==> config.mk <==
export PLATFORM = sky130hd
export DESIGN_NAME = sorted_table_insert_top
export DESIGN_NICKNAME = d
export VERILOG_FILES = /design/src/design/sti_pkg.sv /design/src/design/sti_cell.sv /design/src/design/sorted_table_insert_top.sv
export SDC_FILE = /design/constraint.sdc
export NUM_CORES = 1
export LEC_CHECK = 0
export BUFFER_PORTS_ARGS = -buffer_cell sky130_fd_sc_hd__buf_4
export CAP_MARGIN = 20
export CORE_MARGIN = 10
export CORE_UTILIZATION = 60
export DETAILED_ROUTE_END_ITERATION = 10
export MAX_ROUTING_LAYER = met4
export PLACE_DENSITY_LB_ADDON = 0.12
export REMOVE_ABC_BUFFERS = 1
export SYNTH_ARGS = -nofsm -noshare
export SYNTH_HDL_FRONTEND = slang
export SYNTH_SLANG_ARGS = --single-unit
==> constraint.sdc <==
create_clock -name clk -period 11.45 [get_ports clk]
set_input_delay 1.145 -clock clk [delete_from_list [all_inputs] [get_ports clk]]
set_output_delay 1.145 -clock clk [all_outputs]
set_load 0.005 [all_outputs]
==> src/design/sti_pkg.sv <==
// Package for the sorted table insert block: payload structs, status codes,
// and the control and flag structs between the top level and its cells.
// No dependencies.
package sti_pkg;

  localparam int DEPTH = 16;

  localparam logic [1:0] ST_INSERTED = 2'd0;
  localparam logic [1:0] ST_FOUND    = 2'd1;
  localparam logic [1:0] ST_FULL     = 2'd2;
  localparam logic [1:0] ST_APPENDED = 2'd3;

  localparam logic MODE_APPEND = 1'b0;

  typedef struct packed {
    logic               mode;
    logic signed [31:0] value;
  } in_item_t;

  typedef struct packed {
    logic [1:0] status;
    logic [4:0] position;
    logic [4:0] entry_count;
  } out_item_t;

  typedef struct packed {
    logic check;
    logic load;
    logic shift;
  } cell_ctrl_t;

  typedef struct packed {
    logic eq;
    logic past;
  } cell_flags_t;

endpackage

==> src/design/sti_cell.sv <==
// One table cell: holds an entry, compares it with the search value when
// checked, and loads the value on a load or its lower neighbor's entry on a shift.
// Depends on sti_pkg.
module sti_cell (
  input  logic               clk,
  input  logic               order_descending,
  input  logic signed [31:0] value,
  input  logic signed [31:0] prev_entry,
  input  sti_pkg::cell_ctrl_t ctrl,
  output logic signed [31:0] entry,
  output sti_pkg::cell_flags_t flags
);

  always_ff @(posedge clk) begin
    if (ctrl.load) begin
      entry <= value;
    end else if (ctrl.shift) begin
      entry <= prev_entry;
    end
  end

  always_comb begin
    flags.eq   = ctrl.check && (entry == value);
    flags.past = ctrl.check && (order_descending ? (entry < value) : (entry > value));
  end

endmodule

==> src/design/sorted_table_insert_top.sv <==
// Sorted table insert: a chain of cells holding a sorted table of signed values.
// After a transfer in, the search checks one cell per cycle; the result is registered
// once an equal entry, an entry past the value or the end of the entries is reached
// (at once for append), later while the previous result is stalled. Insert and
// shift act together. A new item is taken the cycle after the result is registered.
// Synchronous reset empties the table and sets ascending order; entries are not cleared.
module sorted_table_insert_top #(
  parameter int DEPTH = sti_pkg::DEPTH
) (
  input  logic              clk,
  input  logic              rst,
  input  logic              in_valid,
  output logic              in_stall,
  input  sti_pkg::in_item_t in_data,
  output logic              out_valid,
  input  logic              out_stall,
  output sti_pkg::out_item_t out_data,
  input  logic              cfg_valid,
  output logic              cfg_ready,
  input  logic              cfg_data
);

  localparam int COUNT_W = $clog2(DEPTH + 1);

  localparam logic S_IDLE = 1'b0;
  localparam logic S_SCAN = 1'b1;

  logic                 state;
  logic                 order_descending;
  sti_pkg::in_item_t    item;
  logic [COUNT_W-1:0]   count;
  logic [COUNT_W-1:0]   scan_idx;

  logic signed [31:0]   entry_q [DEPTH];
  sti_pkg::cell_flags_t flags   [DEPTH];
  sti_pkg::cell_ctrl_t  ctrl    [DEPTH];

  logic                 any_eq;
  logic                 any_past;
  logic                 is_full;
  logic                 decide;
  logic [1:0]           status;
  logic [COUNT_W-1:0]   pos;
  logic                 out_free;
  logic                 commit;
  logic                 wr;
  logic [COUNT_W-1:0]   count_next;

  assign cfg_ready = 1'b1;
  assign in_stall  = (state != S_IDLE);
  assign out_free  = !out_valid || !out_stall;
  assign is_full   = (count == COUNT_W'(DEPTH));

  always_comb begin
    any_eq   = 1'b0;
    any_past = 1'b0;
    for (int i = 0; i < DEPTH; i++) begin
      any_eq   = any_eq   | flags[i].eq;
      any_past = any_past | flags[i].past;
    end
  end

  always_comb begin
    decide = 1'b0;
    status = sti_pkg::ST_INSERTED;
    pos    = count;
    if (item.mode == sti_pkg::MODE_APPEND) begin
      decide = 1'b1;
      status = is_full ? sti_pkg::ST_FULL : sti_pkg::ST_APPENDED;
    end else if (scan_idx == count) begin
      decide = 1'b1;
      status = is_full ? sti_pkg::ST_FULL : sti_pkg::ST_INSERTED;
    end else if (any_eq) begin
      decide = 1'b1;
      status = sti_pkg::ST_FOUND;
      pos    = scan_idx;
    end else if (any_past) begin
      decide = 1'b1;
      status = is_full ? sti_pkg::ST_FULL : sti_pkg::ST_INSERTED;
      pos    = scan_idx;
    end
  end

  assign commit     = (state == S_SCAN) && decide && out_free;
  assign wr         = commit && (status == sti_pkg::ST_INSERTED ||
                                 status == sti_pkg::ST_APPENDED);
  assign count_next = count + COUNT_W'(wr);

  for (genvar i = 0; i < DEPTH; i++) begin : g_cell
    always_comb begin
      ctrl[i].check = (state == S_SCAN) && (scan_idx == COUNT_W'(i));
      ctrl[i].load  = wr && (pos == COUNT_W'(i));
      ctrl[i].shift = wr && (COUNT_W'(i) > pos) && (COUNT_W'(i) <= count);
    end

    if (i == 0) begin : g_head
      sti_cell u_cell (
        .clk              (clk),
        .order_descending (order_descending),
        .value            (item.value),
        .prev_entry       (item.value),
        .ctrl             (ctrl[i]),
        .entry            (entry_q[i]),
        .flags            (flags[i])
      );
    end else begin : g_body
      sti_cell u_cell (
        .clk              (clk),
        .order_descending (order_descending),
        .value            (item.value),
        .prev_entry       (entry_q[i-1]),
        .ctrl             (ctrl[i]),
        .entry            (entry_q[i]),
        .flags            (flags[i])
      );
    end
  end

  always_ff @(posedge clk) begin
    if (rst) begin
      state            <= S_IDLE;
      order_descending <= 1'b0;
      count            <= '0;
      scan_idx         <= '0;
      out_valid        <= 1'b0;
    end else begin
      if (cfg_valid && cfg_ready) begin
        order_descending <= cfg_data;
      end
      if (commit) begin
        out_valid <= 1'b1;
      end else if (out_valid && !out_stall) begin
        out_valid <= 1'b0;
      end
      unique case (state)
        S_IDLE: begin
          if (in_valid) begin
            state    <= S_SCAN;
            scan_idx <= '0;
          end
        end
        S_SCAN: begin
          if (commit) begin
            state <= S_IDLE;
            count <= count_next;
          end else if (!decide) begin
            scan_idx <= scan_idx + COUNT_W'(1);
          end
        end
        default: begin
          state <= S_IDLE;
        end
      endcase
    end
  end

  always_ff @(posedge clk) begin
    if (in_valid && !in_stall) begin
      item <= in_data;
    end
    if (commit) begin
      out_data.status      <= status;
      out_data.position    <= 5'(32'(pos));
      out_data.entry_count <= 5'(32'(count_next));
    end
  end

  a_count_bound: assert property (@(posedge clk) disable iff (rst)
    count <= COUNT_W'(DEPTH))
    else $error("entry count exceeds table depth");

  a_take_then_busy: assert property (@(posedge clk) disable iff (rst)
    in_valid && !in_stall |=> in_stall)
    else $error("block not busy after input transfer");

  a_write_grows: assert property (@(posedge clk) disable iff (rst)
    wr |=> count == $past(count) + COUNT_W'(1))
    else $error("table write did not advance entry count");

  a_scan_bound: assert property (@(posedge clk) disable iff (rst)
    state == S_SCAN |-> scan_idx <= count)
    else $error("scan ran past valid entries");

endmodule

# == After elaboration in Yosys (flattened, before gate mapping) ==
# Cells that the tools add are included.
# Widths: inputs -> output; s select.
# totals
reg_bits,570
latch_bits,0
ram_bits,0
mem_bits_ro,0
input_bits,39
output_inout_bits,15
elab_cells,374
n_memories,0
# op_classes
addsub,2
multipliers,0
n_div,0
magnitude_cmp,64
eq_ne,52
shift,0
n_mux,71
bitwise_logic,31
n_reduce_logical,128
# op_table
operator,count
$mux 32,32
$eq 32x32->1,16
$gt 32x32->1,16
$lt 32x32->1,16
$logic_and 1x1->1,101
$eq 5x4->1 const B,16
$eq 5x3->1 const B,8
$gt 4x5->1 const A,8
$le 4x5->1 const A,8
$mux 5,7
$reduce_bool 2->1,17
$or 1x1->1,30
$mux 1,25
$eq 5x2->1 const B,4
$gt 3x5->1 const A,4
$le 3x5->1 const A,4
$eq 5x1->1 const B,2
$gt 1x5->1 const A,2
$gt 2x5->1 const A,2
$le 1x5->1 const A,2
$le 2x5->1 const A,2
$logic_not 5->1,2
$mux 2,5
$pmux 5 s2,1
13 further kinds,18

# == Depth between registers and ports, before layout ==
# Gate-level depths: netlist of run 1.
# logic_depth
ltp_word,29
depth_mapped,21
depth_no_buf,19

# == Modules after synthesis ==
# From an unflattened synthesis of run 1, not the netlist that was laid out.
# unflattened
cells_unflattened,3268
hier_area_um2,38991.1
# by_module_without_submodules
mod,instances,cells_per_inst,area_each_um2,seq_area_each_um2
sti_cell,16,187,2248.4,960.9
sorted_table_insert_top,1,276,3016.6,1611.5

# == Least setup slack after synthesis of run 1 ==
# OpenSTA, ideal clock, no wires.
# synth_path
path_type,register to register
start,register item[14] (netlist bit)
end,register g_cell[4].g_body.u_cell.entry[0] (enable)
setup_time_ns,0.511
t_arrival_ns,7.357
required_time_ns,10.939
setup_slack_ns,3.582
stages_incl_launch_ff,18
path_buffers,3
synth_period_minus_slack_ns,7.868
path_cell_list,edfxtp_1 clkbuf_1 inv_1 ha_1 a21oi_1 nand2_1 a221o_1 o31a_1 or3_1 a32oi_1 o32ai_1 nor4b_2 nand4_2 o21ai_4 buf_6 clkbuf_1 o21ai_0 o41ai_1
# synth_between
elab_chain_len,28
word_cells_on_any_way,150
classes_between,order compare: 33; eq/ne: 18; mux: 28; bitwise: 30; reduce/logical: 41
# synth_rtl
element,line,rtl
from (decl),sorted_table_insert_top.sv:30,sti_pkg::in_item_t item;
from (signal assigned),sorted_table_insert_top.sv:159,item <= in_data;
branches (longest 27 deep; another with $gt 32x32->1),n/a,
$reduce_bool 2->1 (no source line) (*),n/a,
to (signal assigned),sti_cell.sv:16,entry <= value;
to (signal assigned),sti_cell.sv:18,entry <= prev_entry;
to (decl),sti_cell.sv:10,"output logic signed [31:0] entry,"
# Mark *: on every way between the ends.
# A chain may end at the register's enable or synchronous reset.

# == Worst setup path in the final report of run 1 ==
# layout_path
start,register item[31] (netlist bit)
end,register g_cell[10].g_body.u_cell.entry[8] (enable)
# layout_between
word_cells_on_any_way,150
classes_between,order compare: 33; eq/ne: 18; mux: 28; bitwise: 30; reduce/logical: 41
# layout_lines
element,line,rtl
$gt 32x32->1 / $lt 32x32->1 (equally long branches),sti_cell.sv:24,flags.past = ctrl.check && (order_descending ? (entry < value) : (entry > value));
$mux 1,sti_cell.sv:24,
$logic_and 1x1->1,sti_cell.sv:24,
$or 1x1->1 (15 in series),sorted_table_insert_top.sv:59,any_past = any_past | flags[i].past;
$mux 5,sorted_table_insert_top.sv:77,end else if (any_past) begin
$mux 5 (*),sorted_table_insert_top.sv:73,end else if (any_eq) begin
$mux 5 (*),sorted_table_insert_top.sv:70,end else if (scan_idx == count) begin
$mux 5 (*),sorted_table_insert_top.sv:67,if (item.mode == sti_pkg::MODE_APPEND) begin
net pos[0],sorted_table_insert_top.sv:43,logic [COUNT_W-1:0] pos;
$gt 4x5->1,sorted_table_insert_top.sv:93,ctrl[i].shift = wr && (COUNT_W'(i) > pos) && (COUNT_W'(i) <= count);
$logic_and 1x1->1 (2 in series),sorted_table_insert_top.sv:93,
$reduce_bool 2->1 (no source line) (*),n/a,
to (signal assigned),sti_cell.sv:16,
to (signal assigned),sti_cell.sv:18,
to (decl),sti_cell.sv:10,
# Mark *: on every way through the listed nets, which the timed path passes. The rest lies on a longest branch.

==> metrics.csv, run 1 <==
stage;metric;value;unit
worst_setup_path;Reg-to-Reg End;g_cell[10].g_body.u_cell.entry[8];
detailed_routing;Post-route DRC;0;
worst_setup_path;Buf/Inv on CP;3;
min_path;Hold Path End;order_descending;
sta;worst rel slew slack;0.3358;
worst_setup_path;crit-path cells;inv_1 > ha_1 > nand4_1 > nor3_1 > nand4_1 > a31oi_1 > nor3_1 > and4_1 > nor4_1 > o2111a_1 > nand4_2 > o21ai_4 > mux2i_4 > inv_4 > nor4_4 > buf_4 > a31o_2;
synthesis;Yosys top cell area share;0.4587;
floorplanning;initial cell density of the core;0.6053;
synthesis;top cells by area, synth;edfxtp_1, ha_1, mux2_2, a21oi_1, nand4_1;
clock_network;maximum clock insertion buffer count;3;
worst_setup_path;Crit. End Element;flop;
synthesis;Gate Count Post-Synth;2843;
power;internal power;3.652;mW
final_layout;filler instances;4506;
sta;Final Hold Vio Count;0;
run_status;status;completed;
worst_setup_path;Reg2Reg Launch Point;item[31];
min_path;HP Class;reg -> reg;
clock_network;root buf cell;clkbuf_16;
final_layout;post-route cell area;39950;sq um
worst_setup_path;arrival time at the worst endpoint;8.35;ns
placement;routability cong.;1.040;
run;max cap viols;0;
clock_network;CTS hold repair buffers;0;
global_route;initial antenna violation count;0;
sta;Final min period;8.119;ns
worst_setup_path;critical path type;reg -> reg;
sta;final setup margin;3.331;ns
detailed_routing;DRT Pass-1 Iters;6;
worst_setup_path;worst reg2reg setup slack;3.33;ns
sta;final max-slew violation count;0;
synthesis;Post-Syn Area;36460;sq um
sta;fmax;123.2;MHz
detailed_routing;Vias;24830;
placement;hpwl dp;75420;microns
final_layout;area delta synth->final;9.553;%
clock_network;Worst-path clk slew;0.06;ns
sta;worst slew pin tran;0.9835;ns
worst_setup_path;Critical Path Start Type;flop;
placement;post-placement cell area;37820;sq um
worst_setup_path;Max stage delay on crit path;0.86;ns
detailed_routing;total wire length;101400;microns
clock_network;CTS Buf Count;66;
power;VDD IR max;0.1280;mV
global_route;vias in the first global route;25700;
sta;RSZ-0062 raised after global routing;false;
synthesis;EDFF count, synth;557;
synthesis;register area share after synthesis;0.4658;
power;Psw;1.197;mW
clock_network;Setup Buffers After CTS;0;
synthesis;FFs w/ async S/R, synth;0;
power;switching part of the total;0.2468;
worst_setup_path;Worst EP required;11.68;ns
min_path;Hold Crit Start;order_descending;
synthesis;Yosys cell types;87;
sta;Final period util;0.7091;
final_layout;FF+latch area;16990;sq um
clock_network;worst skew pair latency;0.62;ns
worst_setup_path;Worst R2R Path Depth;17;
floorplanning;Rows;90;
synthesis;Yosys Warn Count;0;
sta;TNS Setup;0;ns
min_path;hold path cells;2;
global_route;largest net degree at the start of global routing;37;
synthesis;area leader, netlist;edfxtp_1;
placement;Port Buf Inserts;52;
clock_network;TritonCTS clock tree;built;
power;share of total power in sequential cells;0.479;
global_route;GRT Util Overall;0.2936;
power;Clock Power Share;0.432;
sta;Clock Skew;0.02351;ns
synthesis;syn avg cell area;12.83;sq um
clock_network;CTS H-tree lvls;3;
global_route;first-pass GRT wire length;154900;microns
floorplanning;DIE WIDTH;266.5;microns
worst_setup_path;CP top delay family;simple AND/OR/NAND/NOR gates;
clock_network;TritonCTS Sinks;570;
floorplanning;num ports;54;
floorplanning;die height;266.5;microns
power;Lkg Pwr;15.21;nW
detailed_routing;drt wl/cell;26.98;microns
detailed_routing;vias per cell;6.610;
detailed_routing;initial drt markers;2173;
placement;dpl ws;3.453;ns
worst_setup_path;critical path's slowest cell;edfxtp_1;
detailed_routing;DRT antenna net count;0;
clock_network;Post-CTS Resized;0;
final_layout;Final #Nets;3481;
worst_setup_path;crit-path max FO;33;
synthesis;ys flop type;edfxtp_1;
final_layout;share of cells above drive strength 1;0.2427;
final_layout;area of the multi-input gates;18650;sq um
power;Logic pwr share;0.090;
final_layout;antenna cell count;0;
floorplanning;Core Area;60250;sq um
sta;# setup viols final;0;
synthesis;synthesis-stage register bit count;570;
worst_setup_path;CP Launch Point;item[31];
floorplanning;Die Footprint;71040;sq um
global_route;grt ovf;0;
power;PwrDens;121.4;nW/um^2
==> routing by layer <==
| layer | track usage | part of all wire |
|---|---|---|
| met3 | 0.04804 | 0.066 |
| met2 | 0.4630 | 0.47 |
| met5 | - | 0 |
| met4 | 0.1033 | 0.036 |
| met1 | 0.3806 | 0.43 |
==> worst reg2reg max path, stage by stage (launching register included) <==
cell	delay (ns)
edfxtp_1	0.86
inv_1	0.61
ha_1	0.64
nand4_1	0.19
nor3_1	0.50
nand4_1	0.22
a31oi_1	0.36
nor3_1	0.19
and4_1	0.29
nor4_1	0.38
o2111a_1	0.29
nand4_2	0.17
o21ai_4	0.72
mux2i_4	0.69
inv_4	0.17
nor4_4	0.29
buf_4	0.41
a31o_2	0.71
==> metrics by stage <==
stage | hold slack, ns | util | power (mW) | cells
detailed placement | 0.4907 | 0.6278 | 2.788 | 3636
finish | 0.4991 | 0.6631 | 4.849 | 3757
global route | 0.5294 | 0.6631 | 4.989 | 3757
floorplan | 0.5362 | - | 2.609 | 2736
global placement | 0.4766 | 0.6278 | 2.771 | 3636
CTS | 0.5043 | 0.6628 | 4.858 | 3756
==> area by class of cell <==
| class | count | share of cell area |
|---|---|---|
| clock buffers | 85 | 0.04498 |
| repair buffers | 119 | 0.02268 |
| flip-flops and latches | 570 | 0.4252 |
| inverters | 84 | 0.007955 |
| multi-input cells | 2082 | 0.4669 |
| clock inverters | 35 | 0.007767 |
| well taps | 782 | 0.02449 |
==> power by group through the flow <==
| stage | Sequential, mW | Combinational, mW | Clock [mW] |
|---|---|---|---|
| detailed placement | 2.36 | 0.425 | 0 |
| floorplan | 2.36 | 0.247 | 0 |
| finish | 2.32 | 0.435 | 2.09 |
| global route | 2.32 | 0.479 | 2.19 |
| global placement | 2.36 | 0.409 | 0 |
| CTS | 2.32 | 0.428 | 2.11 |
==> worst max-delay path by stage <==
stage / end / slack [ns] / cells past startpoint
2_1_floorplan: g_cell[4].g_body.u_cell.entry[0] / 3.22 / 15
3_3_place_gp: g_cell[10].g_body.u_cell.entry[7] / 3.57 / 17
3_5_place_dp: g_cell[10].g_body.u_cell.entry[8] / 3.45 / 17
4_1_cts: g_cell[10].g_body.u_cell.entry[4] / 3.41 / 17
5_1_grt: g_cell[10].g_body.u_cell.entry[12] / 2.93 / 17
6_report: g_cell[10].g_body.u_cell.entry[8] / 3.33 / 17
==> state kept, by name, summed over array words and instances (netlist names) <==
signal / count
g_cell.g_body.u_cell.entry: 480
item: 33
g_cell.g_head.u_cell.entry: 32
out_data: 12
count: 5
scan_idx: 5
in_stall: 1
order_descending: 1
out_valid: 1
==> cells in the final DEF, fill, tap and decap left out, types with 19 or more instances in the layout <==
cell / synthesis / routed
ha_1: 519 / 519
mux2_2: 462 / 462
nand4_1: 111 / 111
a221oi_1: 20 / 20
nand3_1: 66 / 66
nor3_1: 29 / 29
o21ai_0: 84 / 84
nor2_1: 68 / 68
o211ai_1: 21 / 21
edfxtp_1: 557 / 557
clkbuf_16: 0 / 69
nor4_1: 30 / 29
a21oi_1: 199 / 199
mux2_1: 33 / 33
nor2b_1: 19 / 19
buf_4: 17 / 118
nand2_1: 143 / 143
inv_1: 83 / 83
a21o_1: 54 / 54
==> synth_stat cells, drive strengths merged (5+ instances only) <==
cell / count
edfxtp: 557
ha: 519
mux2: 495
a21oi: 201
nand2: 143
nand4: 113
o21ai: 88
inv: 84
nor2: 68
nand3: 66
a21o: 54
buf: 54
clkbuf: 53
nor4: 37
nor3: 30
mux2i: 21
o211ai: 21
a221oi: 20
nor2b: 19
a211oi: 13
dfxtp: 13
and4: 12
or3: 12
a2111oi: 11
a221o: 9
a31oi: 9
nand2b: 8
xnor2: 8
a211o: 6
and3: 6
nand3b: 6
nor4b: 6
or4: 6
xor2: 6
a21boi: 5
and2: 5
or2: 5
==> logic make-up (layout without fill, tap and decap cells) <==
logic type / count (synthesis) / in the layout / share of synthesized area
AOI/OAI and AO/OA: 482 / 482 / 0.08489
xor gates and xnor gates: 14 / 14 / 0.003363
adders and majority gates: 519 / 519 / 0.1781
buffers and inverters: 191 / 323 / 0.02536
DFF: 570 / 570 / 0.4658
muxes: 516 / 516 / 0.1591
other: 1 / 1 / 0.0001028
and+or+nand+nor: 550 / 550 / 0.08331
Power figures use the tool's default switching activity.
==> run 2, diff against run 1 <==
--- a/config.mk
+++ b/config.mk
@@ -8,7 +8,7 @@
 export BUFFER_PORTS_ARGS = -buffer_cell sky130_fd_sc_hd__buf_4
 export CAP_MARGIN = 20
 export CORE_MARGIN = 10
-export CORE_UTILIZATION = 60
+export CORE_UTILIZATION = 58
 export DETAILED_ROUTE_END_ITERATION = 10
 export MAX_ROUTING_LAYER = met4
 export PLACE_DENSITY_LB_ADDON = 0.12
==> constraint.sdc (replaced) <==
create_clock -name clk -period 6.8 [get_ports clk]
set_input_delay 0.68 -clock clk [delete_from_list [all_inputs] [get_ports clk]]
set_output_delay 0.68 -clock clk [all_outputs]
set_load 0.005 [all_outputs]
==> run 2 against run 1 <==
  * Hold slack got worse by 0.26 ns
  * Critical path depth increased by 1
  * Worst setup slack worse by 3.1 ns
  * Final cell count rose by 3.3%
  * Wire length shrank 6.0%
  * Total power up 70%
  * Design area up 2.0%
  * Flip-flop and latch count did not move
  * Via count about the same
  * Die area is 3.2% higher
  * Critical path type unchanged
  * Critical endpoint is now g_cell[2].g_body.u_cell.entry[2]
  * Largest power group unchanged
==> metrics.csv, run 2 (synthesis gave the netlist of run 1 again) <==
stage;metric;value;unit;change
worst_setup_path;critical path's slowest cell;nor4_1;;
sta;worst rel slew slack;0.2361;;-0.09968
run_status;status;completed;;
clock_network;CTS H-tree lvls;3;;unchanged
sta;Clock Skew;0.02784;ns;+0.004330 ns
worst_setup_path;Crit path depth;18;;+1
worst_setup_path;arrival time at the worst endpoint;6.80;ns;-1.55 ns
detailed_routing;metal3 WL;5894;microns;-12%
placement;dpl ws;0.2513;ns;-3.202 ns
power;PnR Total Power;8.231;mW;+70%
run;max cap viols;0;;unchanged
floorplanning;initial cell density of the core;0.5887;;-0.01656
final_layout;most frequent cells in the layout;edfxtp_1, ha_1, mux2_2, a21oi_1, buf_4;;
power;Lkg Pwr;15.57;nW;+2.3%
detailed_routing;initial drt markers;2221;;+2.2%
final_layout;Largest Register;g_cell.g_body.u_cell.entry;;
worst_setup_path;Reg2Reg Launch Point;item[8];;
sta;Final min period;6.553;ns;-1.565 ns
worst_setup_path;Worst R2R Path Depth;18;;+1
floorplanning;Core Area;61940;sq um;+2.8%
detailed_routing;WL met2;44110;microns;-6.8%
clock_network;root buf cell;clkbuf_16;;
clock_network;CTS Buf Count;68;;+3.0%
global_route;vias in the first global route;25540;;-0.61%
sta;worst slew pin tran;1.117;ns;+0.1335 ns
worst_setup_path;Critical Path Start Type;flop;;
worst_setup_path;most frequent CP cell;buf_4;;
floorplanning;Die Footprint;73300;sq um;+3.2%
sta;fmax;152.6;MHz;+24%
clock_network;TritonCTS Sinks;570;;unchanged
worst_setup_path;crit-path cells;buf_4 > inv_1 > buf_4 > ha_1 > nand4_1 > nor4_1 > o21ai_0 > a31oi_1 > nor3_1 > mux2i_1 > o32ai_1 > nor4_4 > and4_1 > o21ai_1 > nand4_2 > buf_12 > a2111oi_0 > or2_4;;
detailed_routing;DRT antenna net count;0;;unchanged
min_path;HP Class;in -> reg;;
worst_setup_path;crit-path max FO;32;;-3.0%
global_route;first-pass GRT wire length;146900;microns;-5.2%
global_route;largest net degree at the start of global routing;37;;unchanged
final_layout;Final #Nets;3547;;+1.9%
detailed_routing;vias per cell;6.400;;-3.2%
final_layout;top flop regs;g_cell.g_body.u_cell.entry x480, item x33, g_cell.g_head.u_cell.entry x32;;
detailed_routing;total wire length;95270;microns;-6.0%
placement;total placed cells including tap cells;3756;;+3.3%
worst_setup_path;Reg-to-Reg End;g_cell[2].g_body.u_cell.entry[2];;
final_layout;share of cells above drive strength 1;0.2574;;+0.01471
sta;Final period util;0.9637;;+0.2547
worst_setup_path;Buf/Inv on CP;4;;+1
floorplanning;DIE WIDTH;270.7;microns;+1.6%
final_layout;final core occ;0.6580;;-0.005046
detailed_routing;Post-route DRC;0;;unchanged
worst_setup_path;CP Launch Point;item[8];;
clock_network;worst skew pair latency;0.61;ns;about the same
global_route;grt ovf;0;;unchanged
clock_network;maximum clock insertion buffer count;3;;unchanged
final_layout;final non-filler cell total;3881;;+3.3%
placement;routability cong.;1.009;;-3.0%
floorplanning;die height;270.7;microns;+1.6%
clock_network;Worst-path clk slew;0.06;ns;about the same
floorplanning;Rows;91;;+1.1%
worst_setup_path;CP top delay family;simple AND/OR/NAND/NOR gates;;
sta;final setup margin;0.2467;ns;-3.085 ns
clock_network;TritonCTS clock tree;built;;
detailed_routing;drt wl/cell;24.55;microns;-9.0%
detailed_routing;highest metal used;met4;;
worst_setup_path;worst setup path endpoint;g_cell[2].g_body.u_cell.entry[2];;
global_route;initial antenna violation count;1;;+1
detailed_routing;met1 WL;42600;microns;-2.7%
worst_setup_path;critical path type;reg -> reg;;
placement;hpwl dp;74610;microns;-1.1%
final_layout;area delta synth->final;11.78;%;
final_layout;most common cell after layout, fill and taps aside;edfxtp_1;;
worst_setup_path;worst reg2reg setup slack;0.25;ns;-3.08 ns
sta;Hold WS;0.2410;ns;-0.2581 ns
power;PwrDens;201.9;nW/um^2;+66%
floorplanning;num ports;54;;unchanged
global_route;GRT Util Overall;0.2618;;-0.03178
sta;# setup viols final;0;;unchanged
worst_setup_path;Crit. End Element;flop;;
placement;Port Buf Inserts;52;;unchanged
sta;final max-slew violation count;0;;unchanged
detailed_routing;Vias;24840;;+0.028%
final_layout;number of flip-flops in the largest register;480;;unchanged
power;VDD IR max;0.2480;mV;+94%
worst_setup_path;Worst EP required;7.04;ns;-4.64 ns
worst_setup_path;Max stage delay on crit path;0.86;ns;about the same
sta;Final Hold Vio Count;0;;unchanged
sta;RSZ-0062 raised after global routing;false;;
detailed_routing;DRT Pass-1 Iters;7;;+1
[run 2: cell count changes in the layout (fill, tap and decap cells not counted), sizes merged]
cell / change
buf: +64
clkinvlp: +2
diode: +2
bufinv: +1
clkbuf: -1
inv: +1
[run 2: power by group]
part / internal (mW) / total (mW) / switching [mW]
Combinational: 0.284 / 0.782 / 0.499
Sequential: 3.86 / 3.88 / 0.0228
Clock: 2.08 / 3.57 / 1.49
[run 2: how the worst min path moves through the flow]
stage                                       from                           endpoint  slack [ns]  cells past startpoint
2_1_floorplan  g_cell[2].g_body.u_cell.entry[13]  g_cell[3].g_body.u_cell.entry[13]        0.54                      1
3_3_place_gp   g_cell[2].g_body.u_cell.entry[27]  g_cell[3].g_body.u_cell.entry[27]        0.55                      1
3_5_place_dp   g_cell[1].g_body.u_cell.entry[26]  g_cell[2].g_body.u_cell.entry[26]        0.55                      1
4_1_cts                              in_data[22]                           item[22]        0.22                      1
5_1_grt                              in_data[28]                           item[28]        0.22                      1
6_report                              in_data[7]                            item[7]        0.24                      1
[run 2: what timing repair did]
action	4_1_cts	5_1_grt
hold buffers	0	0
setup buffers	0	0
endpoints found under the setup margin	0	16
gates resized for setup	0	1
[run 2: layer usage]
| metal | track usage | up-vias |
|---|---|---|
| met5 | - | - |
| li1 | - | 11600 |
| met1 | 0.3465 | 12310 |
| met2 | 0.4121 | 770 |
| met3 | 0.04349 | 164 |
| met4 | 0.07248 | 0 |
[run 2: final cells by class]
cell class / instances / area [sq um]
fillers: 4595 / 21180
clock inverters: 39 / 344.1
repair buffers: 183 / 1599
inverters: 84 / 317.8
well taps: 837 / 1047
multi-input cells: 2082 / 18660
flip-flops and latches: 570 / 16990
diodes: 2 / 5.005
clock buffers: 84 / 1804
[run 2: per-stage QoR]
stage | area [sq um] | TNS [ns]
CTS | 40750 | 0
global placement | 38600 | 0
floorplan | 35860 | -104.82
global route | 40760 | 0
detailed placement | 38600 | 0
finish | 40760 | 0
